<file path="src/sv/pti_pkg.sv">
// ----------------------------------------------------------------------------
// pti_pkg: shared definitions for the plane triple intersection core
// Default widths, the threshold reset value and the sideband record that
// travels with an item through the division pipeline.
// ----------------------------------------------------------------------------
package pti_pkg;

	localparam int unsigned COORD_WIDTH_DEF = 32;
	localparam int unsigned FRAC_BITS_DEF   = 16;
	localparam int unsigned THRESH_RESET    = 1;

	// Per-item flags carried alongside the divider lanes.
	typedef struct packed {
		logic       found;
		logic [2:0] neg;
		logic [2:0] ovf;
	} pti_side_t;

endpackage

</file>
<file path="src/sv/pti_div_stage.sv">
// ----------------------------------------------------------------------------
// pti_div_stage: one restoring division step for three lanes
// Each stage brings in one dividend bit per lane and retires one quotient bit.
// ----------------------------------------------------------------------------
module pti_div_stage #(
	parameter int unsigned DW = 57,
	parameter int unsigned CW = 32
) (
	input  logic                    clk,
	input  logic                    arst_n,
	input  logic                    en,
	input  logic                    in_valid,
	input  pti_pkg::pti_side_t      in_side,
	input  logic [DW-1:0]           in_d,
	input  logic [2:0][DW-1:0]      in_r,
	input  logic [2:0][CW-1:0]      in_n,
	input  logic [2:0][CW-1:0]      in_q,
	output logic                    out_valid,
	output pti_pkg::pti_side_t      out_side,
	output logic [DW-1:0]           out_d,
	output logic [2:0][DW-1:0]      out_r,
	output logic [2:0][CW-1:0]      out_n,
	output logic [2:0][CW-1:0]      out_q
);
	import pti_pkg::*;

	logic [2:0][DW-1:0] r_next;
	logic [2:0]         q_bit;

	always_comb begin
		logic [DW:0] t;
		for (int k = 0; k < 3; k++) begin
			t = {in_r[k], in_n[k][CW-1]};
			q_bit[k] = (t >= {1'b0, in_d});
			r_next[k] = q_bit[k] ? DW'(t - {1'b0, in_d}) : t[DW-1:0];
		end
	end

	always_ff @(posedge clk or negedge arst_n) begin
		if (!arst_n) begin
			out_valid <= 1'b0;
		end else if (en) begin
			out_valid <= in_valid;
		end
	end

	always_ff @(posedge clk) begin
		if (en) begin
			out_side <= in_side;
			out_d    <= in_d;
			for (int k = 0; k < 3; k++) begin
				out_r[k] <= r_next[k];
				out_n[k] <= {in_n[k][CW-2:0], 1'b0};
				out_q[k] <= {in_q[k][CW-2:0], q_bit[k]};
			end
		end
	end

endmodule

</file>
<file path="config.mk">
export PLATFORM = sky130hd
export DESIGN_NAME = pti_div_stage
export DESIGN_NICKNAME = d
export VERILOG_FILES = /design/src/sv/pti_pkg.sv /design/src/sv/pti_div_stage.sv
export SDC_FILE = /design/constraint.sdc
export NUM_CORES = 1
export LEC_CHECK = 0
export ABC_AREA = 1
export BUFFER_PORTS_ARGS = -buffer_cell sky130_fd_sc_hd__clkbuf_2
export CORE_AREA = 2 2 337 339
export CTS_BUF_LIST = sky130_fd_sc_hd__clkbuf_16
export CTS_CLUSTER_DIAMETER = 80
export DETAILED_ROUTE_END_ITERATION = 8
export DIE_AREA = 0 0 339 341
export PLACE_DENSITY = 0.59
export SYNTH_ARGS = -nofsm -noshare
export SYNTH_HDL_FRONTEND = slang
export SYNTH_SLANG_ARGS = --single-unit
export TNS_END_PERCENT = 10
</file>
<file path="constraint.sdc">
create_clock -name clk -period 0.9 [get_ports clk]
set_input_delay 0.135 -clock clk [delete_from_list [all_inputs] [get_ports clk]]
set_output_delay 0.135 -clock clk [all_outputs]
set_load 0.03 [all_outputs]
</file>
==> flow_summary.yaml, run 1 <==
outcome:
  outcome: "complete, but fails checks"
  violations: "hold timing, setup timing"
critical_path:
  cp.depth: 16
  critPathSlowestCell: "ha_4"
  worstSetupPathType: "in2reg"
  cp-end-kind: "flip-flop"
  cp.buffers_inverters: 6
  crit_end: "out_r[70]"
  cpPeakStageDelay_ns: 0.27
  r2r_start: "out_valid"
  rr_worst_depth: 1
  arrival_ns: 2.37
  worstPathRequired_ns: 1.39
  crit_fanout: 15
  critPathTopFamily: "simple AND/OR/NAND/NOR gates"
  r2r-end: "out_valid"
  startpoint: "in_d[56]"
  r2r_setup_slack_ns: 0.15
  crit_path_cell_trace: "buf_8, clkinvlp_4, buf_8, ha_4, inv_2, or2_4, nor2_4, nand3_2, nor2_4, and2_4, nand2_4, nand3_4, buf_4, buf_12, nand2_1, o21ai_2"
  cp-start-kind: "primary input"
clock_network:
  clk_latency_ns: 0.65
  cts_made_buffers: 56
  cts_num_sinks: 425
  root_buffer: "clkbuf_16"
  htree_levels: 2
  cts_tree: "built"
  clk_pin_slew_worst_paths_ns: 0.06
  clk_path_buf_depth: 3
floorplan:
  die-area_um2: 116000
  ios: 859
  core_area_um2: 112000
  die_y_um: 341
  die_w_um: 339
  num_rows: 123
  start_util_pct: 28.1
global_route:
  grt_pass1_wl_um: 255000
  first_global_vias: 37700
  grt_max_degree: 39
  gr-total-overflow: 0
  antenna_found_initial: 33
  groute.usage.overall_pct: 30.8
drt:
  top_layer: "met5"
  wl_met2_um: 96900
  wl_met1_um: 68100
  wl_um: 189000
  drcViolationCount: 0
  avgViaCountPerCell: 4.63
  wire_per_inst_um: 23.0
  dr_total_vias: 37900
  wl_met3_um: 10600
  initialDrtViolationCount: 2228
  ant_nets: 0
  drt_first_pass_iters: 6
power:
  power_leakage_nw: 29.1
  power.density_nw_per_um2: 1480
  vdd_ir_drop_max_mv: 1.56
  power_mw: 84.3
final_layout:
  layout_common_cells: "nand2_1 (1434), inv_1 (861), clkbuf_2 (819), buf_4 (799), edfxtp_1 (424)"
  nets: 7236
  final_common_cell: "nand2_1"
  drive_gt1_share_pct: 42.6
  areaGrowthSynthToFinish_pct: 81.0
flow_run:
  drv_cap: 0
timing:
  hold_slack_ns: -0.00987
  finalSetupViolCount: 1007
  min_period_over_period_pct: 208
  finalHoldViolCount: 1
  slew_viol_final: 0
  worst_slack_ns: -0.975
  max_freq_mhz: 533
  clock_skew_ns: 0
  period_needed_ns: 1.87
  rsz0062_at_grt: "yes"
synth:
  synth_area_um2: 31400
  syn_area_per_cell_um2: 7.13
  ys_seq_elements: 425
  synth_cells: 4403
  synth_cell_type_count: 42
  ys_seq_area_share_pct: 40.6
  ys_warn_count: 0
placement:
  gp_congestion: 1.00
  pre_cts_ws_ns: -2.13
  port_buffers: 852
  dp_hpwl_um: 151000
worst_hold_path:
  worstHoldPathType: "in2reg"
==> cell families (layout without fill, tap and decap cells) <==
kind of cell    Yosys count  in the layout  share of synthesized area [%]
buf+inv                1027           3300                           12.9
xor+xnor                 87             87                           2.43
simple gates           2475           2475                           33.5
mux                       1              1                         0.0359
flops                   425            425                           40.6
other cells               1             19                         0.0119
compound gates          213            213                           3.47
fa+ha+maj               174            174                           7.01
==> flip-flops by register name, summed over array words and instances, names as in the netlist <==
name and flops:
out_r 171, out_q 96, out_n 93, out_d 57, out_side 7, out_valid 1
==> stage by stage <==
stage          util, %  setup TNS (ns)  std cells  area (um2)
2_1_floorplan        -         -183.97       4405       31400
3_3_place_gp      39.7         -379.01       7545       44400
3_5_place_dp      39.7         -379.87       7545       44400
4_1_cts           47.5         -460.02       8127       53200
5_1_grt           50.8         -478.20       8182       56800
6_report          50.8         -452.35       8194       56800
==> metal layers <==
metal	track usage, %	vias to the layer above
met3	5.29	415
met1	32.7	18000
met2	57.3	1324
li1	-	18200
met4	17.3	20
met5	0	-
==> power by group <==
group	internal, mW	switching, mW	leakage [nW]
Clock	14.3	10.1	0.973
Sequential	24.5	1.28	4.16
Combinational	13.8	20.3	24.0
Total	52.6	31.7	29.1
==> Yosys cell counts, drive strengths merged <==
master,number,area (um2)
nand2,1740,6540
inv,969,3640
edfxtp,424,12700
nor2,303,1210
nand3,184,1180
ha,171,2140
nand4,123,782
a21oi,106,538
o21ai,101,505
xor2,82,718
buf,51,387
nand3b,42,315
nor3,40,210
and2,32,204
or2,8,50.1
clkbuf,6,22.5
o211ai,5,37.5
xnor2,5,43.8
fa,3,60.1
nor4,3,18.8
clkinv,1,3.75
conb,1,3.75
dfrtp,1,25.0
mux2,1,11.3
o21bai,1,7.51
==> how the worst min path moves through the flow <==
stage          cells after the start     start   endpoint
2_1_floorplan                      0    arst_n  out_valid
3_3_place_gp                       1    arst_n  out_valid
3_5_place_dp                       1    arst_n  out_valid
4_1_cts                            4   in_r[0]   out_r[1]
5_1_grt                            4  in_r[57]  out_r[58]
6_report                           4   in_r[0]   out_r[1]
==> area by class of cell <==
class | instances | area (um2)
repair buffers | 2225 | 17600
inverters | 970 | 3760
clock buffers | 57 | 1430
clock inverters | 48 | 537
fillers | 10800 | 55100
diodes | 16 | 40.0
flip-flops and latches | 425 | 12800
well taps | 1500 | 1880
multi-input cells | 2953 | 18800
==> repair_timing <==
item,in CTS,in global routing
resized for setup,376,792
hold buffers,411,0
gates cloned,14,14
endpoints found under the setup margin,599,1007
pin swaps,49,149
buffers inserted,53,43
endpoints found under the hold margin,426,0
Note: power is estimated with default switching activity, not from simulation.
==> inputs of run 2 (changes only) <==
--- a/config.mk
+++ b/config.mk
@@ -13,6 +13,7 @@
 export DETAILED_ROUTE_END_ITERATION = 8
 export DIE_AREA = 0 0 339 341
 export PLACE_DENSITY = 0.59
+export RECOVER_POWER = 25
 export SYNTH_ARGS = -nofsm -noshare
 export SYNTH_HDL_FRONTEND = slang
 export SYNTH_SLANG_ARGS = --single-unit
==> run 2 against run 1 <==
Against the previous run:
- the flow still finishes with violations (hold timing, setup timing)
- clock skew unchanged
- fmax about the same
- flip-flop and latch count unchanged
- non-clock buffer count unchanged
- via count increased by 0.11%
- clock-buffer cell count unchanged
- power about the same
- largest cell class unchanged
- global-route usage unchanged
- combinational power about the same
==> flow_summary.yaml, run 2 (synthesis results as in run 1) <==
worst_hold_path:
  worstHoldPathType: "in2reg"
  holdPathStages: 4
  min_to: "out_r[1]"
  min-delay-start: "in_r[0]"
final_layout:
  areaGrowthSynthToFinish_pct: 81.0
  ff_latch_area_um2: 12800
  fillers: 10800
  multi_input_area_um2: 18800
  fin_area_um2: 56800
  regMostFlops: "out_r"
  layout_common_cells: "nand2_1 (1434), inv_1 (861), clkbuf_2 (817), buf_4 (799), edfxtp_1 (424)"
  final_common_cell: "nand2_1"
  drive_gt1_share_pct: 42.5
  largest_reg_flops: 171
  nets: 7236
  largest_registers: "out_r x171, out_q x96, out_n x93"
timing:
  min_period_over_period_pct: 208
  rsz0062_at_grt: "yes"
  finalSetupViolCount: 1007
  finalSetupTns_ns: -452.74
  finalHoldViolCount: 1
  max_freq_mhz: 533
  slew_viol_final: 0
  clock_skew_ns: 0
  hold_slack_ns: -0.00836
  period_needed_ns: 1.88
  worst_slack_ns: -0.976
global_route:
  grt_max_degree: 39
  gr-total-overflow: 0
  antenna_found_initial: 33
  groute.usage.overall_pct: 30.8
  grt_pass1_wl_um: 255000
  first_global_vias: 37700
clock_network:
  cts_made_buffers: 56
  clk_pin_slew_worst_paths_ns: 0.06
  cts_tree: "built"
  clk_latency_ns: 0.65
  cts_num_sinks: 425
  htree_levels: 2
  clk_path_buf_depth: 3
  root_buffer: "clkbuf_16"
critical_path:
  r2r_start: "out_valid"
  cp-end-kind: "flip-flop"
  r2r-end: "out_valid"
  arrival_ns: 2.37
  cp-start-kind: "primary input"
  crit_fanout: 15
  worstSetupPathType: "in2reg"
  r2r_setup_slack_ns: 0.15
  worstPathRequired_ns: 1.39
  rr_worst_depth: 1
drt:
  ant_nets: 0
  dr_total_vias: 38000
  wire_per_inst_um: 23.1
  wl_um: 189000
  initialDrtViolationCount: 2227
  drt_first_pass_iters: 6
  avgViaCountPerCell: 4.63
  drcViolationCount: 0
power:
  power_leakage_nw: 29.1
  power_mw: 84.3
  power.density_nw_per_um2: 1480
  vdd_ir_drop_max_mv: 1.56
floorplan:
  die_w_um: 339
  start_util_pct: 28.1
  die-area_um2: 116000
  core_area_um2: 112000
  die_y_um: 341
  ios: 859
  num_rows: 123
placement:
  dpl_cell_area_um2: 44400
  port_buffers: 852
  gp_congestion: 1.00
  dp_hpwl_um: 151000
outcome:
  outcome: "complete, but fails checks"
  violations: "hold timing, setup timing"
flow_run:
  drv_cap: 0
-- run 2: how the worst max path moves through the flow --
stage                         from         end  slack, ns
after floorplan           in_d[56]  out_r[107]      -1.09
after global placement    in_d[37]  out_r[158]      -2.15
after detailed placement   in_d[4]    out_r[5]      -2.13
after CTS                 in_d[42]  out_r[104]      -0.99
after global routing      in_d[42]   out_r[16]      -1.03
final                     in_d[56]   out_r[70]      -0.98
-- run 2: worst max-delay path: stages --
cell	delay, ns
buf_8	0.08
clkinvlp_4	0.15
buf_8	0.19
ha_4	0.27
inv_2	0.03
or2_4	0.25
nor2_4	0.10
nand3_2	0.10
nor2_4	0.15
and2_4	0.17
nand2_4	0.06
nand3_4	0.14
buf_4	0.14
buf_12	0.15
nand2_1	0.08
o21ai_2	0.11
-- run 2: metrics by stage --
step	setup slack (ns)	util, %	std cells
floorplan	-1.09	-	4405
global placement	-2.15	39.7	7545
detailed placement	-2.13	39.7	7545
CTS	-0.988	47.5	8127
global route	-1.03	50.8	8182
finish	-0.976	50.8	8194
-- run 2: cell type report --
cell class	instances	area share, %
timing repair buffer	2225	31.0
clock buffer	57	2.51
sequential	425	22.5
clock inverter	48	0.945
multi-input combinational	2953	33.1
antenna	16	0.0705
inverter	970	6.62
tap	1500	3.30
-- run 2: where the power goes --
part           total, mW  internal (mW)  switching [mW]
Sequential          25.8           24.5            1.28
Clock               24.4           14.3            10.1
Combinational       34.1           13.8            20.3
Total               84.3           52.6            31.7
-- run 2: repair_timing --
item,CTS,global route
pin swaps,49,149
endpoints found under the hold margin,426,0
resized for setup,376,792
endpoints found under the setup margin,599,1007
cloned,14,14
hold buffers,411,0
buffers inserted,53,43
-- run 2: per-layer routing --
| metal | track usage, % | vias up | part of all wire (%) |
|---|---|---|---|
| met5 | 0 | - | 0.073 |
| met3 | 5.29 | 425 | 5.4 |
| met2 | 57.3 | 1336 | 51 |
| met4 | 17.3 | 22 | 7.0 |
| li1 | - | 18200 | - |
| met1 | 32.7 | 18000 | 36 |
